--- config.mk ---
export PLATFORM = sky130hd
export DESIGN_NAME = displaced_track_cone_isolation_top
export DESIGN_NICKNAME = d
export VERILOG_FILES = /design/src/dtci_pkg.sv /design/src/dtci_fifo.sv /design/src/dtci_front.sv /design/src/dtci_back.sv /design/src/displaced_track_cone_isolation_top.sv
export SDC_FILE = /design/constraint.sdc
export NUM_CORES = 2
export LEC_CHECK = 0
export ABC_AREA = 1
export BUFFER_PORTS_ARGS = -buffer_cell sky130_fd_sc_hd__buf_2
export CAP_MARGIN = 20
export CELL_PAD_IN_SITES_DETAIL_PLACEMENT = 1
export CELL_PAD_IN_SITES_GLOBAL_PLACEMENT = 1
export CORE_UTILIZATION = 40
export DETAILED_ROUTE_END_ITERATION = 10
export PLACE_DENSITY_LB_ADDON = 0.2
export SYNTH_ARGS = -nofsm -noshare
export SYNTH_HDL_FRONTEND = slang
export SYNTH_SLANG_ARGS = --single-unit
export TNS_END_PERCENT = 30
--- constraint.sdc ---
create_clock -name clk -period 14.05 [get_ports clk]
set_clock_uncertainty 0.05 [all_clocks]
set_input_delay 2.81 -clock clk [delete_from_list [all_inputs] [get_ports clk]]
set_output_delay 2.81 -clock clk [all_outputs]
set_load 0.005 [all_outputs]
--- src/dtci_pkg.sv ---
`timescale 1ns / 1ps
// -----------------------------------------------------------------------------
// dtci_pkg - shared types and constants for the displaced track cone isolation
// eta/phi arithmetic helpers, queue entry layout and back-end state encoding
// -----------------------------------------------------------------------------
package dtci_pkg;

	// field widths
	localparam int ETA_W   = 13;
	localparam int PHI_W   = 13;
	localparam int Z_W     = 15;
	localparam int DXY_W   = 14;
	localparam int PT_W    = 16;
	localparam int CONE_W  = 22;
	localparam int DIFF_W  = 14;   // eta/phi difference
	localparam int SQ_W    = 27;   // one squared difference
	localparam int DR_W    = 28;   // sum of two squares
	localparam int PDR_W   = 13;   // partner distance, below MIN_DR_SQ on a match
	localparam int RATIO_W = 16;

	// stream packing
	localparam int S_DATA_W = 72;
	localparam int M_DATA_W = 16;
	localparam int M_USER_W = 2;
	localparam int CFG_IDX_W  = 3;
	localparam int CFG_DATA_W = 22;

	// divider
	localparam int DIV_STEPS = 16;
	localparam int DIV_CNT_W = 5;

	// queue
	localparam int QUEUE_DEPTH = 4;

	localparam logic signed [DIFF_W-1:0] PI_FIX     = 14'sd3217;
	localparam logic signed [DIFF_W-1:0] TWO_PI_FIX = 14'sd6434;
	localparam logic [CONE_W-1:0]        CONE_RESET = 22'd94372;

	// register indexes
	typedef enum logic [CFG_IDX_W-1:0] {
		REG_PRIMARY_ETA    = 3'd0,
		REG_PRIMARY_PHI    = 3'd1,
		REG_PRIMARY_PT     = 3'd2,
		REG_PARTNER_ETA    = 3'd3,
		REG_PARTNER_PHI    = 3'd4,
		REG_PARTNER_ENABLE = 3'd5,
		REG_VERTEX_Z       = 3'd6,
		REG_CONE_RADIUS_SQ = 3'd7
	} cfg_reg_t;

	typedef struct packed {
		logic [ETA_W-1:0]  primary_eta;
		logic [PHI_W-1:0]  primary_phi;
		logic [ETA_W-1:0]  partner_eta;
		logic [PHI_W-1:0]  partner_phi;
		logic              partner_enable;
		logic [Z_W-1:0]    vertex_z;
		logic [CONE_W-1:0] cone_radius_sq;
	} geom_cfg_t;

	// one classified track, front to back
	typedef struct packed {
		logic             counted;
		logic             match;
		logic [PDR_W-1:0] pdr;
		logic [PT_W-1:0]  pt;
		logic             last;
	} trk_entry_t;

	typedef enum logic [1:0] {
		BK_RUN,
		BK_PREP,
		BK_DIV,
		BK_DONE
	} back_state_t;

	// signed difference of two 13-bit angles, wrapped once by 2*pi
	function automatic logic signed [DIFF_W-1:0] phi_delta(
		input logic [PHI_W-1:0] a,
		input logic [PHI_W-1:0] b
	);
		logic signed [DIFF_W-1:0] d;
		d = $signed({a[PHI_W-1], a}) - $signed({b[PHI_W-1], b});
		if (d > PI_FIX) begin
			d = d - TWO_PI_FIX;
		end else if (d < -PI_FIX) begin
			d = d + TWO_PI_FIX;
		end
		return d;
	endfunction

	function automatic logic signed [DIFF_W-1:0] eta_delta(
		input logic [ETA_W-1:0] a,
		input logic [ETA_W-1:0] b
	);
		return $signed({a[ETA_W-1], a}) - $signed({b[ETA_W-1], b});
	endfunction

endpackage

--- src/dtci_fifo.sv ---
`timescale 1ns / 1ps
// -----------------------------------------------------------------------------
// dtci_fifo - short queue of classified tracks
// decouples the classifying front from the accumulating back
// -----------------------------------------------------------------------------
module dtci_fifo (
	input  logic                 clk,
	input  logic                 arst_n,
	input  logic                 push,
	input  dtci_pkg::trk_entry_t din,
	output logic                 full,
	input  logic                 pop,
	output dtci_pkg::trk_entry_t dout,
	output logic                 empty
);
	import dtci_pkg::*;

	localparam int PTR_W = $clog2(QUEUE_DEPTH);
	localparam int CNT_W = $clog2(QUEUE_DEPTH + 1);

	trk_entry_t       mem_q [QUEUE_DEPTH];
	logic [PTR_W-1:0] wr_ptr_q;
	logic [PTR_W-1:0] rd_ptr_q;
	logic [CNT_W-1:0] count_q;

	assign full  = (count_q == CNT_W'(QUEUE_DEPTH));
	assign empty = (count_q == '0);
	assign dout  = mem_q[rd_ptr_q];

	always_ff @(posedge clk or negedge arst_n) begin
		if (!arst_n) begin
			wr_ptr_q <= '0;
			rd_ptr_q <= '0;
			count_q  <= '0;
		end else begin
			if (push) begin
				wr_ptr_q <= wr_ptr_q + 1'b1;
			end
			if (pop) begin
				rd_ptr_q <= rd_ptr_q + 1'b1;
			end
			if (push && !pop) begin
				count_q <= count_q + 1'b1;
			end else if (pop && !push) begin
				count_q <= count_q - 1'b1;
			end
		end
	end

	always_ff @(posedge clk) begin
		if (push) begin
			mem_q[wr_ptr_q] <= din;
		end
	end

	a_no_overflow: assert property (@(posedge clk) disable iff (!arst_n)
		push |-> (!full || pop))
		else $error("queue written while full");

endmodule

--- src/dtci_front.sv ---
`timescale 1ns / 1ps
// -----------------------------------------------------------------------------
// dtci_front - track classification pipeline
// stage 1 forms eta/phi/z differences, stage 2 squares, then the cone tests
// -----------------------------------------------------------------------------
module dtci_front #(
	parameter int MIN_DR_SQ = 105,
	parameter int MAX_DZ    = 128,
	parameter int MAX_DXY   = 205
) (
	input  logic                                clk,
	input  logic                                arst_n,
	input  logic                                s_tvalid,
	output logic                                s_tready,
	input  logic [dtci_pkg::S_DATA_W-1:0]       s_tdata,
	input  logic                                s_tlast,
	input  dtci_pkg::geom_cfg_t                 cfg,
	input  logic                                queue_full,
	output logic                                push,
	output dtci_pkg::trk_entry_t                entry
);
	import dtci_pkg::*;

	logic [ETA_W-1:0] trk_eta;
	logic [PHI_W-1:0] trk_phi;
	logic [Z_W-1:0]   trk_z;
	logic [DXY_W-1:0] trk_dxy;
	logic [PT_W-1:0]  trk_pt;

	logic signed [Z_W:0]  dz;
	logic [Z_W:0]         dz_abs;
	logic                 near;

	logic adv1;
	logic adv2;

	logic                     valid_s1;
	logic signed [DIFF_W-1:0] de_pri_s1;
	logic signed [DIFF_W-1:0] dp_pri_s1;
	logic signed [DIFF_W-1:0] de_par_s1;
	logic signed [DIFF_W-1:0] dp_par_s1;
	logic                     near_s1;
	logic [PT_W-1:0]          pt_s1;
	logic                     last_s1;

	logic signed [2*DIFF_W-1:0] p_de_pri;
	logic signed [2*DIFF_W-1:0] p_dp_pri;
	logic signed [2*DIFF_W-1:0] p_de_par;
	logic signed [2*DIFF_W-1:0] p_dp_par;

	logic              valid_s2;
	logic [SQ_W-1:0]   sq_de_pri_s2;
	logic [SQ_W-1:0]   sq_dp_pri_s2;
	logic [SQ_W-1:0]   sq_de_par_s2;
	logic [SQ_W-1:0]   sq_dp_par_s2;
	logic              near_s2;
	logic [PT_W-1:0]   pt_s2;
	logic              last_s2;

	logic [DR_W-1:0] dr_pri;
	logic [DR_W-1:0] dr_par;

	assign trk_eta = s_tdata[12:0];
	assign trk_phi = s_tdata[25:13];
	assign trk_z   = s_tdata[40:26];
	assign trk_dxy = s_tdata[54:41];
	assign trk_pt  = s_tdata[70:55];

	assign adv2     = !valid_s2 || !queue_full;
	assign adv1     = !valid_s1 || adv2;
	assign s_tready = adv1;
	assign push     = valid_s2 && !queue_full;

	// z window and impact limit
	always_comb begin
		dz     = $signed({trk_z[Z_W-1], trk_z}) - $signed({cfg.vertex_z[Z_W-1], cfg.vertex_z});
		dz_abs = dz[Z_W] ? (Z_W+1)'(-dz) : dz;
		near   = (dz_abs <= (Z_W+1)'(MAX_DZ)) &&
			($signed(trk_dxy) <= $signed(DXY_W'(MAX_DXY)));
	end

	always_ff @(posedge clk or negedge arst_n) begin
		if (!arst_n) begin
			valid_s1 <= 1'b0;
			valid_s2 <= 1'b0;
		end else begin
			if (adv1) begin
				valid_s1 <= s_tvalid;
			end
			if (adv2) begin
				valid_s2 <= valid_s1;
			end
		end
	end

	always_ff @(posedge clk) begin
		if (adv1 && s_tvalid) begin
			de_pri_s1 <= eta_delta(cfg.primary_eta, trk_eta);
			dp_pri_s1 <= phi_delta(cfg.primary_phi, trk_phi);
			de_par_s1 <= eta_delta(cfg.partner_eta, trk_eta);
			dp_par_s1 <= phi_delta(cfg.partner_phi, trk_phi);
			near_s1   <= near;
			pt_s1     <= trk_pt;
			last_s1   <= s_tlast;
		end
	end

	assign p_de_pri = de_pri_s1 * de_pri_s1;
	assign p_dp_pri = dp_pri_s1 * dp_pri_s1;
	assign p_de_par = de_par_s1 * de_par_s1;
	assign p_dp_par = dp_par_s1 * dp_par_s1;

	always_ff @(posedge clk) begin
		if (adv2 && valid_s1) begin
			sq_de_pri_s2 <= p_de_pri[SQ_W-1:0];
			sq_dp_pri_s2 <= p_dp_pri[SQ_W-1:0];
			sq_de_par_s2 <= p_de_par[SQ_W-1:0];
			sq_dp_par_s2 <= p_dp_par[SQ_W-1:0];
			near_s2      <= near_s1;
			pt_s2        <= pt_s1;
			last_s2      <= last_s1;
		end
	end

	// cone ring around the primary, tight match to the partner
	always_comb begin
		dr_pri = DR_W'(sq_de_pri_s2) + DR_W'(sq_dp_pri_s2);
		dr_par = DR_W'(sq_de_par_s2) + DR_W'(sq_dp_par_s2);
		entry.counted = near_s2 &&
			(dr_pri <= DR_W'(cfg.cone_radius_sq)) &&
			(dr_pri >= DR_W'(MIN_DR_SQ));
		entry.match = cfg.partner_enable && (dr_par < DR_W'(MIN_DR_SQ));
		entry.pdr   = dr_par[PDR_W-1:0];
		entry.pt    = pt_s2;
		entry.last  = last_s2;
	end

endmodule

--- src/dtci_back.sv ---
`timescale 1ns / 1ps
// -----------------------------------------------------------------------------
// dtci_back - pt accumulation, partner removal and ratio division
// one queue entry per cycle in BK_RUN; a restoring divider closes a pass
// -----------------------------------------------------------------------------
module dtci_back #(
	parameter int SUM_WIDTH = 24
) (
	input  logic                                clk,
	input  logic                                arst_n,
	input  logic                                empty,
	output logic                                pop,
	input  dtci_pkg::trk_entry_t                entry,
	input  logic [dtci_pkg::PT_W-1:0]           primary_pt,
	output logic                                m_tvalid,
	input  logic                                m_tready,
	output logic [dtci_pkg::RATIO_W-1:0]        iso_ratio,
	output logic                                ratio_saturated,
	output logic                                zero_divisor
);
	import dtci_pkg::*;

	localparam int CMP_W = (SUM_WIDTH > 24) ? SUM_WIDTH : 24;

	back_state_t state_q;
	back_state_t state_d;

	logic load_div;
	logic step_div;
	logic emit;

	// pass state
	logic [SUM_WIDTH-1:0] sum_q;
	logic                 ovf_q;
	logic [PDR_W-1:0]     best_q;
	logic [PT_W-1:0]      ppt_q;
	logic [SUM_WIDTH:0]   sum_ext;

	// divider
	logic [PT_W-1:0]      rem_q;
	logic [RATIO_W-1:0]   quo_q;
	logic [DIV_CNT_W-1:0] cnt_q;
	logic                 big_q;
	logic                 zdiv_q;
	logic                 dovf_q;
	logic [SUM_WIDTH-1:0] diff;
	logic                 big;
	logic [PT_W:0]        trial;
	logic                 ge;

	// output register
	logic               m_valid_q;
	logic [RATIO_W-1:0] ratio_q;
	logic               sat_q;
	logic               zd_q;

	assign sum_ext = {1'b0, sum_q} + (SUM_WIDTH+1)'(entry.pt);

	always_comb begin
		diff  = (sum_q >= SUM_WIDTH'(ppt_q)) ? sum_q - SUM_WIDTH'(ppt_q) : '0;
		big   = (CMP_W'(diff) >= CMP_W'({primary_pt, 8'h00}));
		trial = {rem_q, quo_q[RATIO_W-1]};
		ge    = (trial >= {1'b0, primary_pt});
	end

	always_comb begin
		state_d = state_q;
		unique case (state_q)
			BK_RUN: begin
				if (!empty && entry.last) begin
					state_d = BK_PREP;
				end
			end
			BK_PREP: begin
				if ((primary_pt == '0) || big) begin
					state_d = BK_DONE;
				end else begin
					state_d = BK_DIV;
				end
			end
			BK_DIV: begin
				if (cnt_q == DIV_CNT_W'(1)) begin
					state_d = BK_DONE;
				end
			end
			BK_DONE: begin
				if (!m_valid_q || m_tready) begin
					state_d = BK_RUN;
				end
			end
			default: state_d = BK_RUN;
		endcase
	end

	always_comb begin
		pop      = (state_q == BK_RUN) && !empty;
		load_div = (state_q == BK_PREP);
		step_div = (state_q == BK_DIV);
		emit     = (state_q == BK_DONE) && (!m_valid_q || m_tready);
	end

	always_ff @(posedge clk or negedge arst_n) begin
		if (!arst_n) begin
			state_q   <= BK_RUN;
			sum_q     <= '0;
			ovf_q     <= 1'b0;
			best_q    <= '1;
			ppt_q     <= '0;
			cnt_q     <= '0;
			m_valid_q <= 1'b0;
		end else begin
			state_q <= state_d;
			if (pop && entry.counted) begin
				if (sum_ext[SUM_WIDTH]) begin
					sum_q <= '1;
					ovf_q <= 1'b1;
				end else begin
					sum_q <= sum_ext[SUM_WIDTH-1:0];
				end
				if (entry.match && (entry.pdr < best_q)) begin
					best_q <= entry.pdr;
					ppt_q  <= entry.pt;
				end
			end
			if (load_div) begin
				sum_q  <= '0;
				ovf_q  <= 1'b0;
				best_q <= '1;
				ppt_q  <= '0;
				cnt_q  <= DIV_CNT_W'(DIV_STEPS);
			end else if (step_div) begin
				cnt_q <= cnt_q - 1'b1;
			end
			if (emit) begin
				m_valid_q <= 1'b1;
			end else if (m_tready) begin
				m_valid_q <= 1'b0;
			end
		end
	end

	// quotient bits shift in from the bottom while the dividend shifts out the top
	always_ff @(posedge clk) begin
		if (load_div) begin
			rem_q  <= PT_W'(diff >> 8);
			quo_q  <= {diff[7:0], 8'h00};
			zdiv_q <= (primary_pt == '0);
			big_q  <= (primary_pt != '0) && big;
			dovf_q <= ovf_q;
		end else if (step_div) begin
			rem_q <= ge ? PT_W'(trial - {1'b0, primary_pt}) : trial[PT_W-1:0];
			quo_q <= {quo_q[RATIO_W-2:0], ge};
		end
		if (emit) begin
			ratio_q <= (zdiv_q || big_q) ? '1 : quo_q;
			sat_q   <= dovf_q || big_q;
			zd_q    <= zdiv_q;
		end
	end

	assign m_tvalid        = m_valid_q;
	assign iso_ratio       = ratio_q;
	assign ratio_saturated = sat_q;
	assign zero_divisor    = zd_q;

	a_pop_nonempty: assert property (@(posedge clk) disable iff (!arst_n)
		pop |-> !empty)
		else $error("entry taken from empty queue");

	a_div_count: assert property (@(posedge clk) disable iff (!arst_n)
		(state_q == BK_DIV) |-> (cnt_q != '0))
		else $error("divider running with no steps left");

	a_zdiv_max: assert property (@(posedge clk) disable iff (!arst_n)
		(m_valid_q && zd_q) |-> (ratio_q == '1))
		else $error("zero divisor without maximum ratio");

	a_pass_cleared: assert property (@(posedge clk) disable iff (!arst_n)
		load_div |=> ((sum_q == '0) && !ovf_q && (best_q == '1)))
		else $error("pass state not cleared after last track");

endmodule

--- src/displaced_track_cone_isolation_top.sv ---
`timescale 1ns / 1ps
// -----------------------------------------------------------------------------
// displaced_track_cone_isolation_top - muon cone isolation over a track stream
// sums pt of tracks in the cone ring around the primary muon, removes the
// track matched to the partner muon and divides by the primary pt
// -----------------------------------------------------------------------------
//
// channel   | dir | handshake          | payload
// ----------+-----+--------------------+-----------------------------------------
// s_        | in  | s_tvalid/s_tready  | s_tdata tracks, s_tlast last track
// m_        | out | m_tvalid/m_tready  | m_tdata ratio, m_tuser flags
// cfg_      | in  | cfg_valid/cfg_ready| cfg_index register, cfg_data value
//
// the front takes one track per cycle while the queue has room; its two
// pipeline stages feed a four-entry queue, and the back takes one entry per
// cycle from it in the run state; a pass ends in prep, 16 divider steps (the
// 16-bit restoring divider) and done, or prep and done alone when the divisor
// is zero or the quotient overflows; tracks keep filling the queue meanwhile
// reset clears the pipeline, queue, pass sums and output; config returns to
// its reset values and writes are always taken (cfg_ready is held high)
// a stalled m_ side backs up through the back, the queue and then s_tready
//
module displaced_track_cone_isolation_top #(
	parameter int MIN_DR_SQ = 105,
	parameter int MAX_DZ    = 128,
	parameter int MAX_DXY   = 205,
	parameter int SUM_WIDTH = 24
) (
	input  logic                                clk,
	input  logic                                arst_n,
	// track stream
	input  logic                                s_tvalid,
	output logic                                s_tready,
	// track_eta[12:0], track_phi[25:13], track_z[40:26], track_dxy[54:41],
	// track_pt[70:55], zero pad[71]
	input  logic [dtci_pkg::S_DATA_W-1:0]       s_tdata,
	input  logic                                s_tlast,     // last_track
	// result stream
	output logic                                m_tvalid,
	input  logic                                m_tready,
	output logic [dtci_pkg::M_DATA_W-1:0]       m_tdata,     // iso_ratio[15:0]
	// ratio_saturated[0], zero_divisor[1]
	output logic [dtci_pkg::M_USER_W-1:0]       m_tuser,
	// register writes
	input  logic                                cfg_valid,
	output logic                                cfg_ready,
	input  logic [dtci_pkg::CFG_IDX_W-1:0]      cfg_index,
	input  logic [dtci_pkg::CFG_DATA_W-1:0]     cfg_data
);
	import dtci_pkg::*;

	// configuration registers
	geom_cfg_t       geom_q;
	logic [PT_W-1:0] primary_pt_q;

	// front to queue
	logic       push;
	trk_entry_t push_entry;
	logic       queue_full;

	// queue to back
	logic       pop;
	trk_entry_t pop_entry;
	logic       queue_empty;

	logic ratio_saturated;
	logic zero_divisor;

	assign cfg_ready = 1'b1;

	// config transfer; the user must keep the block idle for it (not enforced)
	always_ff @(posedge clk or negedge arst_n) begin
		if (!arst_n) begin
			geom_q.primary_eta    <= '0;
			geom_q.primary_phi    <= '0;
			geom_q.partner_eta    <= '0;
			geom_q.partner_phi    <= '0;
			geom_q.partner_enable <= 1'b0;
			geom_q.vertex_z       <= '0;
			geom_q.cone_radius_sq <= CONE_RESET;
			primary_pt_q          <= '0;
		end else if (cfg_valid && cfg_ready) begin
			unique case (cfg_reg_t'(cfg_index))
				REG_PRIMARY_ETA:    geom_q.primary_eta    <= cfg_data[ETA_W-1:0];
				REG_PRIMARY_PHI:    geom_q.primary_phi    <= cfg_data[PHI_W-1:0];
				REG_PRIMARY_PT:     primary_pt_q          <= cfg_data[PT_W-1:0];
				REG_PARTNER_ETA:    geom_q.partner_eta    <= cfg_data[ETA_W-1:0];
				REG_PARTNER_PHI:    geom_q.partner_phi    <= cfg_data[PHI_W-1:0];
				REG_PARTNER_ENABLE: geom_q.partner_enable <= cfg_data[0];
				REG_VERTEX_Z:       geom_q.vertex_z       <= cfg_data[Z_W-1:0];
				REG_CONE_RADIUS_SQ: geom_q.cone_radius_sq <= cfg_data[CONE_W-1:0];
				default: ;
			endcase
		end
	end

	// classification: distances, cone ring, z window, impact limit
	dtci_front #(
		.MIN_DR_SQ (MIN_DR_SQ),
		.MAX_DZ    (MAX_DZ),
		.MAX_DXY   (MAX_DXY)
	) u_front (
		.clk        (clk),
		.arst_n     (arst_n),
		.s_tvalid   (s_tvalid),
		.s_tready   (s_tready),
		.s_tdata    (s_tdata),
		.s_tlast    (s_tlast),
		.cfg        (geom_q),
		.queue_full (queue_full),
		.push       (push),
		.entry      (push_entry)
	);

	dtci_fifo u_fifo (
		.clk    (clk),
		.arst_n (arst_n),
		.push   (push),
		.din    (push_entry),
		.full   (queue_full),
		.pop    (pop),
		.dout   (pop_entry),
		.empty  (queue_empty)
	);

	// accumulation, partner removal and division
	dtci_back #(
		.SUM_WIDTH (SUM_WIDTH)
	) u_back (
		.clk             (clk),
		.arst_n          (arst_n),
		.empty           (queue_empty),
		.pop             (pop),
		.entry           (pop_entry),
		.primary_pt      (primary_pt_q),
		.m_tvalid        (m_tvalid),
		.m_tready        (m_tready),
		.iso_ratio       (m_tdata),
		.ratio_saturated (ratio_saturated),
		.zero_divisor    (zero_divisor)
	);

	assign m_tuser = {zero_divisor, ratio_saturated};

endmodule
==> reports/metrics.cfg <==
[status]
status = finished clean

[sta]
slew_headroom = 0.2701
timing.fmax_ghz = 0.1381
post-route-period-util = 0.5152
hold_viol = 0
finalWorstSetupSlack_ns = 6.811
slew_violations = 0
max_slew.worst_pin.slew_ns = 1.091
min_period_ns = 7.239
tns_ns = 0
setup_viol = 0
grt_setup_unrepaired = false

[logic_synthesis]
netlist_area_um2 = 58810
synth_seq_area_share = 0.2669
async_flop_share = 0.3195
ys_types = 70
syn_inst = 6869
ys_seq_elements = 554
avgSynthCellArea_um2 = 8.562
yosys_warnings = 0
synth_edf_count = 369
synthFlopType = edfxtp_1

[clock_network]
post_cts_buffers = 0
cts_root_buf = clkbuf_16
clk_pin_slew_ns = 0.06
numCtsBuffers = 68
cts_max_path_buffers = 3
clock_sinks = 554
hold_buffers = 0
cts-resized-gates = 0
clk_latency_ns = 0.68
cts_tree = yes
htreeDepth = 3

[drt]
routed_via_density = 5.022
routed_wl_um = 160300
ant_nets = 0
drc = 0
vias = 44848
drt_iter0_markers = 1793
wire_per_inst_um = 17.95
first_pass_iters = 5

[placed_design]
gp_congestion = 0.8593
placed_cells = 8803
numPortBuffers = 120
hpwl_um = 128200
pre_cts_slack_ns = 6.884
placed_cell_area_um2 = 61560

[setup_path]
worstPathRequired_ns = 14.42
rr_startpoint = u_front.de_par_s1[13]
cp.arrival_ns = 7.61
reg2reg_to = u_front.sq_de_par_s2[23]
critPathKind = reg2reg
r2r_cells = 20
start_kind = register
path_max_fanout = 18
end_kind = register
r2r_setup_slack_ns = 6.81

[finish]
drive_gt1_frac = 0.05277
multi_input_area_um2 = 36520
fill_cells = 17371
regArea_um2 = 15700
final_common_cell = inv_1
fin_area_um2 = 63960
final_cell_mix = inv_1, nand2_1, fa_1, ha_1, edfxtp_1
finalNonFillerCells = 8931
fin_nets = 8237
area_growth_pct = 8.757

[floorplanning]
die_h_um = 385.4
placementRows = 140
die_w_um = 385.4
die_area_um2 = 148600
initial_core_util = 0.4035
io_pins = 124
coreArea_um2 = 145700

[global_routing]
grt_pass1_vias = 48973
grt.total_usage = 0.2216
antenna_found_initial = 19
grt_pass1_wl_um = 261200
grt_max_degree = 69
overflow = 0

[hold_path]
min_path_type = reg2reg
min-delay-start = u_front.near_s1
whs_path_depth = 0
hold_end = u_front.near_s2

[run]
cap_violations = 0

-- how the worst max path moves through the flow --
stage / start / endpoint / slack [ns] / cells after the start
final: u_front.de_par_s1[13] / u_front.sq_de_par_s2[23] / 6.81 / 20
after global routing: u_front.de_par_s1[13] / u_front.sq_de_par_s2[26] / 6.35 / 22
after CTS: u_front.de_par_s1[13] / u_front.sq_de_par_s2[26] / 6.84 / 22
after detailed placement: u_front.de_par_s1[13] / u_front.sq_de_par_s2[23] / 6.88 / 20
after global placement: u_front.de_par_s1[13] / u_front.sq_de_par_s2[23] / 6.91 / 20
after floorplan: u_front.de_par_s1[2] / u_front.sq_de_par_s2[26] / 7.96 / 23
-- cell families after synthesis --
kind of cell,synth area share
and+or+nand+nor,0.1614
buffers and inverters,0.1128
adders and majority gates,0.3387
AOI/OAI and AO/OA,0.07833
DFF,0.2669
xor gates and xnor gates,0.04155
other,0.0001277
muxes,0.0001915
-- cell type report --
class                   instances  area share
clock buffers                  86     0.02831
well taps                    1917     0.03750
flip-flops and latches        554      0.2454
diodes                          2  0.00007825
inverters                    1613     0.09476
repair buffers                156     0.01426
multi-input cells            4564      0.5710
clock inverters                39    0.008685
-- state kept, by name, indices dropped and copies added, names as in the netlist, 24 cells and up --
signal,cells
u_fifo.mem_q,128
geom_q,90
u_front.sq_de_par_s2,26
u_front.sq_de_pri_s2,26
u_front.sq_dp_par_s2,26
u_front.sq_dp_pri_s2,26
u_back.sum_q,24
-- metal layers --
metal | track usage | share of wire | up-vias
met1 | 0.3020 | 0.47 | 22525
met5 | 0 | 0.0012 | -
met2 | 0.3689 | 0.47 | 595
met4 | 0.05365 | 0.023 | 30
met3 | 0.03354 | 0.039 | 207
li1 | - | - | 21491
-- synthesized netlist by cell type (7+ instances only) --
cell | instances | area share
a211oi_1 | 7 | 0.00089
o211ai_1 | 13 | 0.0017
edfxtp_1 | 369 | 0.19
nor2_1 | 355 | 0.023
dfrtp_1 | 157 | 0.067
nor4_1 | 13 | 0.0014
a21o_1 | 22 | 0.0028
nand3b_1 | 35 | 0.0045
xor2_1 | 168 | 0.025
o21bai_1 | 24 | 0.0031
nand3_1 | 244 | 0.021
dfstp_2 | 20 | 0.0089
nand3_2 | 8 | 0.0014
or2_2 | 13 | 0.0014
clkbuf_1 | 117 | 0.0075
nand4_1 | 65 | 0.0069
a21boi_0 | 8 | 0.0010
buf_2 | 11 | 0.00094
o21a_1 | 16 | 0.0020
xnor2_1 | 96 | 0.014
nand2_1 | 1460 | 0.093
nor3_1 | 44 | 0.0037
inv_2 | 10 | 0.00064
o22ai_1 | 30 | 0.0032
dfxtp_1 | 8 | 0.0027
ha_1 | 485 | 0.10
a31oi_1 | 17 | 0.0018
a21oi_1 | 293 | 0.025
fa_1 | 692 | 0.24
inv_1 | 1600 | 0.10
nand2_2 | 19 | 0.0020
o21ai_0 | 366 | 0.031
-- metrics by stage --
step | util | hold slack, ns
after floorplan | - | 0.3503
after global placement | 0.4223 | 0.3539
after detailed placement | 0.4224 | 0.3571
after CTS | 0.4387 | 0.3547
after global routing | 0.4388 | 0.3678
final | 0.4389 | 0.3532
-- worst max-delay path, cell delays in order, from the launching register on --
cell      delay (ns)
edfxtp_1        0.85
clkinv_1        0.53
nor2_1          0.27
fa_1            0.45
fa_1            0.55
inv_1           0.06
fa_1            0.54
inv_1           0.06
fa_1            0.50
fa_1            0.54
inv_1           0.05
fa_1            0.49
inv_1           0.04
ha_1            0.35
nand2_1         0.11
nor4_1          0.69
a21oi_1         0.26
o21ai_0         0.31
nand3_1         0.12
nand2_1         0.09
xor2_1          0.06
Power is left out: the tool's default activity adds up to more than one toggle a clock period on the data nets, which glitch-free logic cannot reach.
